==> src/sv/arsc_pkg.sv <==
package arsc_pkg;

  localparam int unsigned TimeWidth    = 20;
  localparam int unsigned ScaleWidth   = 16;
  localparam int unsigned AvgWidth     = 36;
  localparam int unsigned FracBits     = 16;
  localparam int unsigned CountWidth   = 17;
  localparam int unsigned HoldWidth    = 16;
  localparam int unsigned LimitWidth   = 40;
  localparam int unsigned CfgDataWidth = 20;
  localparam int unsigned CfgIdxWidth  = 3;

  localparam logic [ScaleWidth-1:0] ScaleOne = 16'd32768;
  localparam logic [CountWidth-1:0] CountMax = 17'd131071;

  typedef enum logic [CfgIdxWidth-1:0] {
    REG_SMOOTHING_WEIGHT = 3'd0,
    REG_WARMUP_FRAMES    = 3'd1,
    REG_TARGET_TIME      = 3'd2,
    REG_DOWN_FACTOR      = 3'd3,
    REG_UP_FACTOR        = 3'd4,
    REG_SCALE_FLOOR      = 3'd5,
    REG_SCALE_STEP       = 3'd6,
    REG_HOLD_FRAMES      = 3'd7
  } cfg_reg_t;

  typedef struct packed {
    logic [15:0]          smoothing_weight;
    logic [15:0]          warmup_frames;
    logic [TimeWidth-1:0] target_time;
    logic [15:0]          down_factor;
    logic [15:0]          up_factor;
    logic [15:0]          scale_floor;
    logic [15:0]          scale_step;
    logic [15:0]          hold_frames;
  } cfg_regs_t;

  localparam cfg_regs_t CfgReset = '{
    smoothing_weight: 16'd6554,
    warmup_frames:    16'd30,
    target_time:      20'd4267,
    down_factor:      16'd4506,
    up_factor:        16'd3277,
    scale_floor:      16'd16384,
    scale_step:       16'd1638,
    hold_frames:      16'd30
  };

endpackage

==> src/sv/adaptive_render_scale_controller_unit.sv <==
// Adaptive render scale controller. Each item is one measured frame time in 1/256 ms
// (zero is ignored); each item returns exactly one render scale in Q1.15. One item is
// accepted every cycle while the output is not stalled. The result passes through the input
// register and then the result register, and is held in the result register until taken; while
// it waits, one more item can sit in the input register before the input stalls. The per-frame
// state update (moving average, counters and scale) is combinational and is registered as the
// result is, so the next frame sees it. Configuration writes take effect at the next
// clock edge.
module adaptive_render_scale_controller_unit (
  input  logic                                clk,
  input  logic                                rst,
  input  logic                                in_valid,
  output logic                                in_ready,
  input  logic [arsc_pkg::TimeWidth-1:0]      frame_time,
  output logic                                out_valid,
  input  logic                                out_ready,
  output logic [arsc_pkg::ScaleWidth-1:0]     render_scale,
  input  logic                                cfg_write,
  input  logic [arsc_pkg::CfgIdxWidth-1:0]    cfg_index,
  input  logic [arsc_pkg::CfgDataWidth-1:0]   cfg_data
);

  arsc_pkg::cfg_regs_t cfg;

  logic                              s1_valid;
  logic [arsc_pkg::TimeWidth-1:0]    s1_time;
  logic                              advance;

  logic [arsc_pkg::ScaleWidth-1:0]   current_scale;
  logic [arsc_pkg::AvgWidth-1:0]     average_time;
  logic [arsc_pkg::CountWidth-1:0]   frame_count;
  logic [arsc_pkg::HoldWidth-1:0]    hold_count;

  logic [arsc_pkg::ScaleWidth-1:0]   current_scale_next;
  logic [arsc_pkg::AvgWidth-1:0]     average_time_next;
  logic [arsc_pkg::CountWidth-1:0]   frame_count_next;
  logic [arsc_pkg::HoldWidth-1:0]    hold_count_next;

  // config registers
  always_ff @(posedge clk) begin
    if (rst) begin
      cfg <= arsc_pkg::CfgReset;
    end else if (cfg_write) begin
      unique case (arsc_pkg::cfg_reg_t'(cfg_index))
        arsc_pkg::REG_SMOOTHING_WEIGHT: cfg.smoothing_weight <= cfg_data[15:0];
        arsc_pkg::REG_WARMUP_FRAMES:    cfg.warmup_frames    <= cfg_data[15:0];
        arsc_pkg::REG_TARGET_TIME:      cfg.target_time      <= cfg_data;
        arsc_pkg::REG_DOWN_FACTOR:      cfg.down_factor      <= cfg_data[15:0];
        arsc_pkg::REG_UP_FACTOR:        cfg.up_factor        <= cfg_data[15:0];
        arsc_pkg::REG_SCALE_FLOOR:      cfg.scale_floor      <= cfg_data[15:0];
        arsc_pkg::REG_SCALE_STEP:       cfg.scale_step       <= cfg_data[15:0];
        arsc_pkg::REG_HOLD_FRAMES:      cfg.hold_frames      <= cfg_data[15:0];
        default: ;
      endcase
    end
  end

  assign advance  = !out_valid || out_ready;
  assign in_ready = !s1_valid || advance;

  // input register
  always_ff @(posedge clk) begin
    if (rst) begin
      s1_valid <= 1'b0;
    end else if (in_ready) begin
      s1_valid <= in_valid;
    end
  end

  always_ff @(posedge clk) begin
    if (in_valid && in_ready) begin
      s1_time <= frame_time;
    end
  end

  // state update
  always_comb begin
    logic [arsc_pkg::AvgWidth-1:0]    sample;
    logic [arsc_pkg::AvgWidth-1:0]    diff;
    logic [arsc_pkg::AvgWidth+15:0]   prod;
    logic [arsc_pkg::AvgWidth-1:0]    delta;
    logic [arsc_pkg::TimeWidth+15:0]  down_prod;
    logic [arsc_pkg::TimeWidth+15:0]  up_prod;
    logic [arsc_pkg::LimitWidth-1:0]  down_lim;
    logic [arsc_pkg::LimitWidth-1:0]  up_lim;
    logic [arsc_pkg::LimitWidth-1:0]  avg_ext;
    logic [arsc_pkg::ScaleWidth-1:0]  floor_eff;
    logic [arsc_pkg::ScaleWidth-1:0]  lowered;
    logic [arsc_pkg::ScaleWidth:0]    raised;
    logic                             rising;

    current_scale_next = current_scale;
    average_time_next  = average_time;
    frame_count_next   = frame_count;
    hold_count_next    = hold_count;

    sample = {s1_time, {arsc_pkg::FracBits{1'b0}}};
    rising = sample >= average_time;
    diff   = rising ? sample - average_time : average_time - sample;
    prod   = {{arsc_pkg::FracBits{1'b0}}, diff} *
             {{arsc_pkg::AvgWidth{1'b0}}, cfg.smoothing_weight};
    delta  = prod[arsc_pkg::AvgWidth+15:arsc_pkg::FracBits];

    down_prod = {16'b0, cfg.target_time} * {{arsc_pkg::TimeWidth{1'b0}}, cfg.down_factor};
    up_prod   = {16'b0, cfg.target_time} * {{arsc_pkg::TimeWidth{1'b0}}, cfg.up_factor};
    down_lim  = {down_prod, 4'b0000};
    up_lim    = {up_prod, 4'b0000};

    floor_eff = (cfg.scale_floor > arsc_pkg::ScaleOne) ? arsc_pkg::ScaleOne : cfg.scale_floor;
    lowered   = (current_scale > cfg.scale_step) ? current_scale - cfg.scale_step : '0;
    raised    = {1'b0, current_scale} + {1'b0, cfg.scale_step};

    if (s1_time != '0) begin
      if (frame_count == '0) begin
        average_time_next = sample;
      end else begin
        average_time_next = rising ? average_time + delta : average_time - delta;
      end
      if (frame_count < arsc_pkg::CountMax) begin
        frame_count_next = frame_count + arsc_pkg::CountWidth'(1);
      end
      avg_ext = {{(arsc_pkg::LimitWidth-arsc_pkg::AvgWidth){1'b0}}, average_time_next};

      if (hold_count != '0) begin
        hold_count_next = hold_count - arsc_pkg::HoldWidth'(1);
      end else if (frame_count_next > {1'b0, cfg.warmup_frames}) begin
        if (avg_ext > down_lim) begin
          current_scale_next = (lowered < floor_eff) ? floor_eff : lowered;
          hold_count_next    = cfg.hold_frames;
        end else if (avg_ext < up_lim) begin
          current_scale_next = (raised > {1'b0, arsc_pkg::ScaleOne}) ?
                               arsc_pkg::ScaleOne : raised[arsc_pkg::ScaleWidth-1:0];
          hold_count_next    = cfg.hold_frames;
        end
      end
    end else begin
      avg_ext = '0;
    end
  end

  always_ff @(posedge clk) begin
    if (rst) begin
      current_scale <= arsc_pkg::ScaleOne;
      average_time  <= '0;
      frame_count   <= '0;
      hold_count    <= '0;
    end else if (s1_valid && advance) begin
      current_scale <= current_scale_next;
      average_time  <= average_time_next;
      frame_count   <= frame_count_next;
      hold_count    <= hold_count_next;
    end
  end

  // result register
  always_ff @(posedge clk) begin
    if (rst) begin
      out_valid <= 1'b0;
    end else if (advance) begin
      out_valid <= s1_valid;
    end
  end

  always_ff @(posedge clk) begin
    if (s1_valid && advance) begin
      render_scale <= current_scale_next;
    end
  end

  scale_capped: assert property (@(posedge clk) disable iff (rst)
    current_scale <= arsc_pkg::ScaleOne)
    else $error("render scale above 1.0");

  result_matches_state: assert property (@(posedge clk) disable iff (rst)
    out_valid |-> render_scale == current_scale)
    else $error("held result differs from current scale");

  unseeded_is_clean: assert property (@(posedge clk) disable iff (rst)
    frame_count == '0 |-> hold_count == '0 && current_scale == arsc_pkg::ScaleOne)
    else $error("scale changed before any valid frame");

  count_never_wraps: assert property (@(posedge clk) disable iff (rst)
    frame_count != '0 |=> frame_count != '0)
    else $error("frame count returned to zero");

  stalled_item_kept: assert property (@(posedge clk) disable iff (rst)
    s1_valid && !advance |=> s1_valid && $stable(s1_time))
    else $error("input register lost an item during stall");

endmodule

==> config.mk <==
export PLATFORM = sky130hd
export DESIGN_NAME = adaptive_render_scale_controller_unit
export DESIGN_NICKNAME = d
export VERILOG_FILES = /design/src/sv/arsc_pkg.sv /design/src/sv/adaptive_render_scale_controller_unit.sv
export SDC_FILE = /design/constraint.sdc
export NUM_CORES = 2
export LEC_CHECK = 0
export BUFFER_PORTS_ARGS = -buffer_cell sky130_fd_sc_hd__buf_2
export CAP_MARGIN = 20
export CELL_PAD_IN_SITES_DETAIL_PLACEMENT = 0
export CELL_PAD_IN_SITES_GLOBAL_PLACEMENT = 1
export CORE_AREA = 10 10 305 454
export CTS_CLUSTER_SIZE = 14
export DETAILED_ROUTE_END_ITERATION = 16
export DIE_AREA = 0 0 315 464
export GPL_TIMING_DRIVEN = 0
export PLACE_DENSITY = 0.75
export SYNTH_ARGS = -nofsm -noshare
export SYNTH_HDL_FRONTEND = slang
export SYNTH_SLANG_ARGS = --single-unit
==> constraint.sdc <==
create_clock -name clk -period 38.1 [get_ports clk]
set_input_delay 1.905 -clock clk [delete_from_list [all_inputs] [get_ports clk]]
set_output_delay 1.905 -clock clk [all_outputs]
set_load 0.005 [all_outputs]
==> metrics.md <==
| Metric | Value |
|---|---|
| Status | finished, final reports clean |
| Worst hold path type | reg -> reg |
| Cell taking the most area after synthesis | fa_1 |
| Post-CTS Hold Buffers | 0 |
| Asr flop ratio synth | 0 |
| Setup tns final | 0 ns |
| Max-Cap Viols | 0 |
| DIE AREA | approximately 0.15 mm2 |
| Clock-pin slew on the worst setup and hold paths | 0.07 ns |
| Commonest cells in the netlist | nand2_1 (1289), inv_1 (1183), fa_1 (977) |
| Syn Nets | roughly 8700 |
| CP max stage cell | xnor2_1 |
| CP Class | reg -> reg |
| Worst reg2reg path depth | between 60 and 70 |
| Synth warn | 0 |
| Synth top area share | 0.336 |
| #FFs+latches synth | about 260 |
| Pre-CTS setup slack | 17.43 ns |
| Worst setup path endpoint | hold_count[12] |
| Final hold viol count | 0 |
| Hold slack | approximately 0.45 ns |
| Vias per inst | 5.57 |
| Multi-input logic area | 0.0468 mm2 |
| R2R setup slack | 17.02 ns |
| DRC errors left | 0 |
| Slew @ Worst Pin | 1.22 ns |
| Post-synth EDFFs | 36 |
| Post-Synthesis Cells | roughly 7100 |
| CTS resizes | 0 |
| Slew HR | 0.187 |
| RePlAce Congestion | between 0.9 and 1 |
| IO buf count | 46 |
| CP Max Fanout | 10 |
| Final antenna-violating net count | 0 |
| Final setup fails | 0 |
| Total CTS buffers | 31 |
| FF-to-FF End | hold_count[12] |
| Area grow syn2layout | 6.30% |
| Slew Viols, Final | 0 |
| Total GRT Usage | 0.299 |
| Largest net degree at the start of global routing | 21 |
| Total clock sinks | about 260 |
| Fill cells | ~13000 |
| Routed wirelength normalized by instance count | approximately 24 um |
| Vias in the first global route | around 53000 |
| Setup ws final | between 15 and 20 ns |
| Clock latency at the later pin of the worst-skew pair | 0.66 ns |
| Initial DRC count | ~3300 |
| Die extent in y | roughly 460 um |
| Netlist cell types | just under 100 |
| CTS tree | done |
| I/O pins | 66 |
| GR Overflow Total | 0 |
| Fmax | 0.0474 GHz |
| CTS root buf | clkbuf_16 |
| Via count | around 50000 |
| Avg Inst Size Synth | between 8 and 9 um2 |
| Min cycle time layout | 21.08 ns |
| Crit path DAT | 21.57 ns |
| First-pass GRT wire length | ~330000 um |
| Max H-tree Level | 1 |
| Fin util | 0.476 |
| Beginning of the worst hold path | cfg[12] |
| Top cells by area, synth | fa_1 (34%), ha_1 (12%), nand2_1 (8.3%) |
| Num rows | between 150 and 200 |
| Seq/Total Area, Yosys | 0.0940 |
| Fin crit share | 0.553 |
| Initial antenna violation count | 12 |
| Critical Path Start | s1_time[16] |
| Postcts setup bufs | 0 |
| Data required time at the worst endpoint | 38.59 ns |
| Starting density of the core | 0.447 |
| Unrepaired setup endpoints after global routing | no |
| CP peak stage delay | around 0.96 ns |
| Synth Cell Area | approximately 0.058 mm2 |
| Max Root-Sink Buffers | 3 |
| Core area | 0.130 mm2 |
| Fin Clk Skew | between 0.04 and 0.05 ns |
| Fraction of layout cells with a size suffix above 1 | 0.0285 |
| Worst Setup Start Kind | register |
| Nets | around 8800 |
| WL final | roughly 220000 um |
| Crit end category | register |
| Reg2reg start | s1_time[16] |
| Pre-Repair DR Iteration Count | 5 |
| Final HPWL DP | around 180000 um |
| Die width | roughly 320 um |
| Post-synth top flop | dfxtp_1 |
| Storage element area | about 0.0055 mm2 |
| Most common cell in the netlist | nand2_1 |
-- layout make-up --
| type | instances | share of cell area |
|---|---|---|
| plain buffers | 388 | 0.0242 |
| clock inverters | 22 | 0.00356 |
| inverters | 1183 | 0.0719 |
| multi-input cells | 5276 | 0.757 |
| diodes | 7 | 0.000283 |
| repair buffers | 66 | 0.00688 |
| well taps | 1722 | 0.0349 |
| flip-flops and latches | 255 | 0.0884 |
| clock buffers | 36 | 0.0132 |
-- routing by layer --
metal  track usage  up-vias  part of all wire
met5             0        -          0.000096
met4         0.263        4              0.11
met3        0.0295      661             0.051
met2         0.526     1796              0.50
met1         0.313    24800              0.34
li1              -    22600                 -
-- cell families (layout without fill, tap and decap cells) --
kind of cell,Yosys count,count (layout),share of synthesized area
multiplexers,32,32,0.00568
XOR/XNOR,228,228,0.0345
AND/OR/NAND/NOR,2466,2466,0.198
AO/OA/AOI/OAI,1035,1035,0.114
other,0,7,0
buffers and inverters,1571,1695,0.102
adder cells (fa/ha/maj),1515,1515,0.452
flip-flops,255,255,0.0940
-- through the flow --
stage | area (um2) | std cells
6_report | 61800 | 8955
5_1_grt | 61800 | 8948
4_1_cts | 61800 | 8946
3_5_place_dp | 60700 | 8888
3_3_place_gp | 60500 | 8870
2_1_floorplan | 58100 | 7102
-- cells in the final DEF, fill, tap and decap left out, types with 32 or more instances in the layout --
cell type and instances:
buf_2 51, inv_1 1183, o21ai_0 163, nand2_1 1289, clkbuf_16 32, a21o_1 117, nor2b_1 53, a21oi_1 385
dfxtp_1 219, o211ai_1 37, and2_1 401, nand3_1 129, nor2_1 255, xor2_1 97, o21bai_1 37, ha_1 538
nand4_1 52, nand2b_1 49, a211oi_1 36, nor3_1 77, xnor2_1 130, edfxtp_1 36, o21a_1 40, clkbuf_1 355
fa_1 977
-- critical path, delay by kind of cell (launching register included) --
| kind | cells | cell delay [ns] |
|---|---|---|
| compound gates | 20 | 5.70 |
| buf+inv | 13 | 4.09 |
| flops | 1 | 0.66 |
| xor+xnor | 4 | 1.47 |
| simple gates | 18 | 4.31 |
| fa+ha+maj | 10 | 4.60 |
-- state kept, by name, indices dropped and copies added (netlist names) --
| register | count |
|---|---|
| average_time | 36 |
| current_scale | 16 |
| render_scale | 16 |
| frame_count | 17 |
| s1_time | 20 |
| out_valid | 1 |
| cfg | 132 |
| s1_valid | 1 |
| hold_count | 16 |
-- worst min path at each step --
stage / end / slack (ns) / cells past startpoint
2_1_floorplan: cfg[14] / 0.43 / 2
3_3_place_gp: cfg[12] / 0.44 / 2
3_5_place_dp: cfg[107] / 0.45 / 2
4_1_cts: cfg[107] / 0.46 / 2
5_1_grt: cfg[8] / 0.48 / 2
6_report: cfg[12] / 0.45 / 2
Power is not shown: default switching activity piles up to over one toggle a cycle in this logic, so the estimate is an artifact.
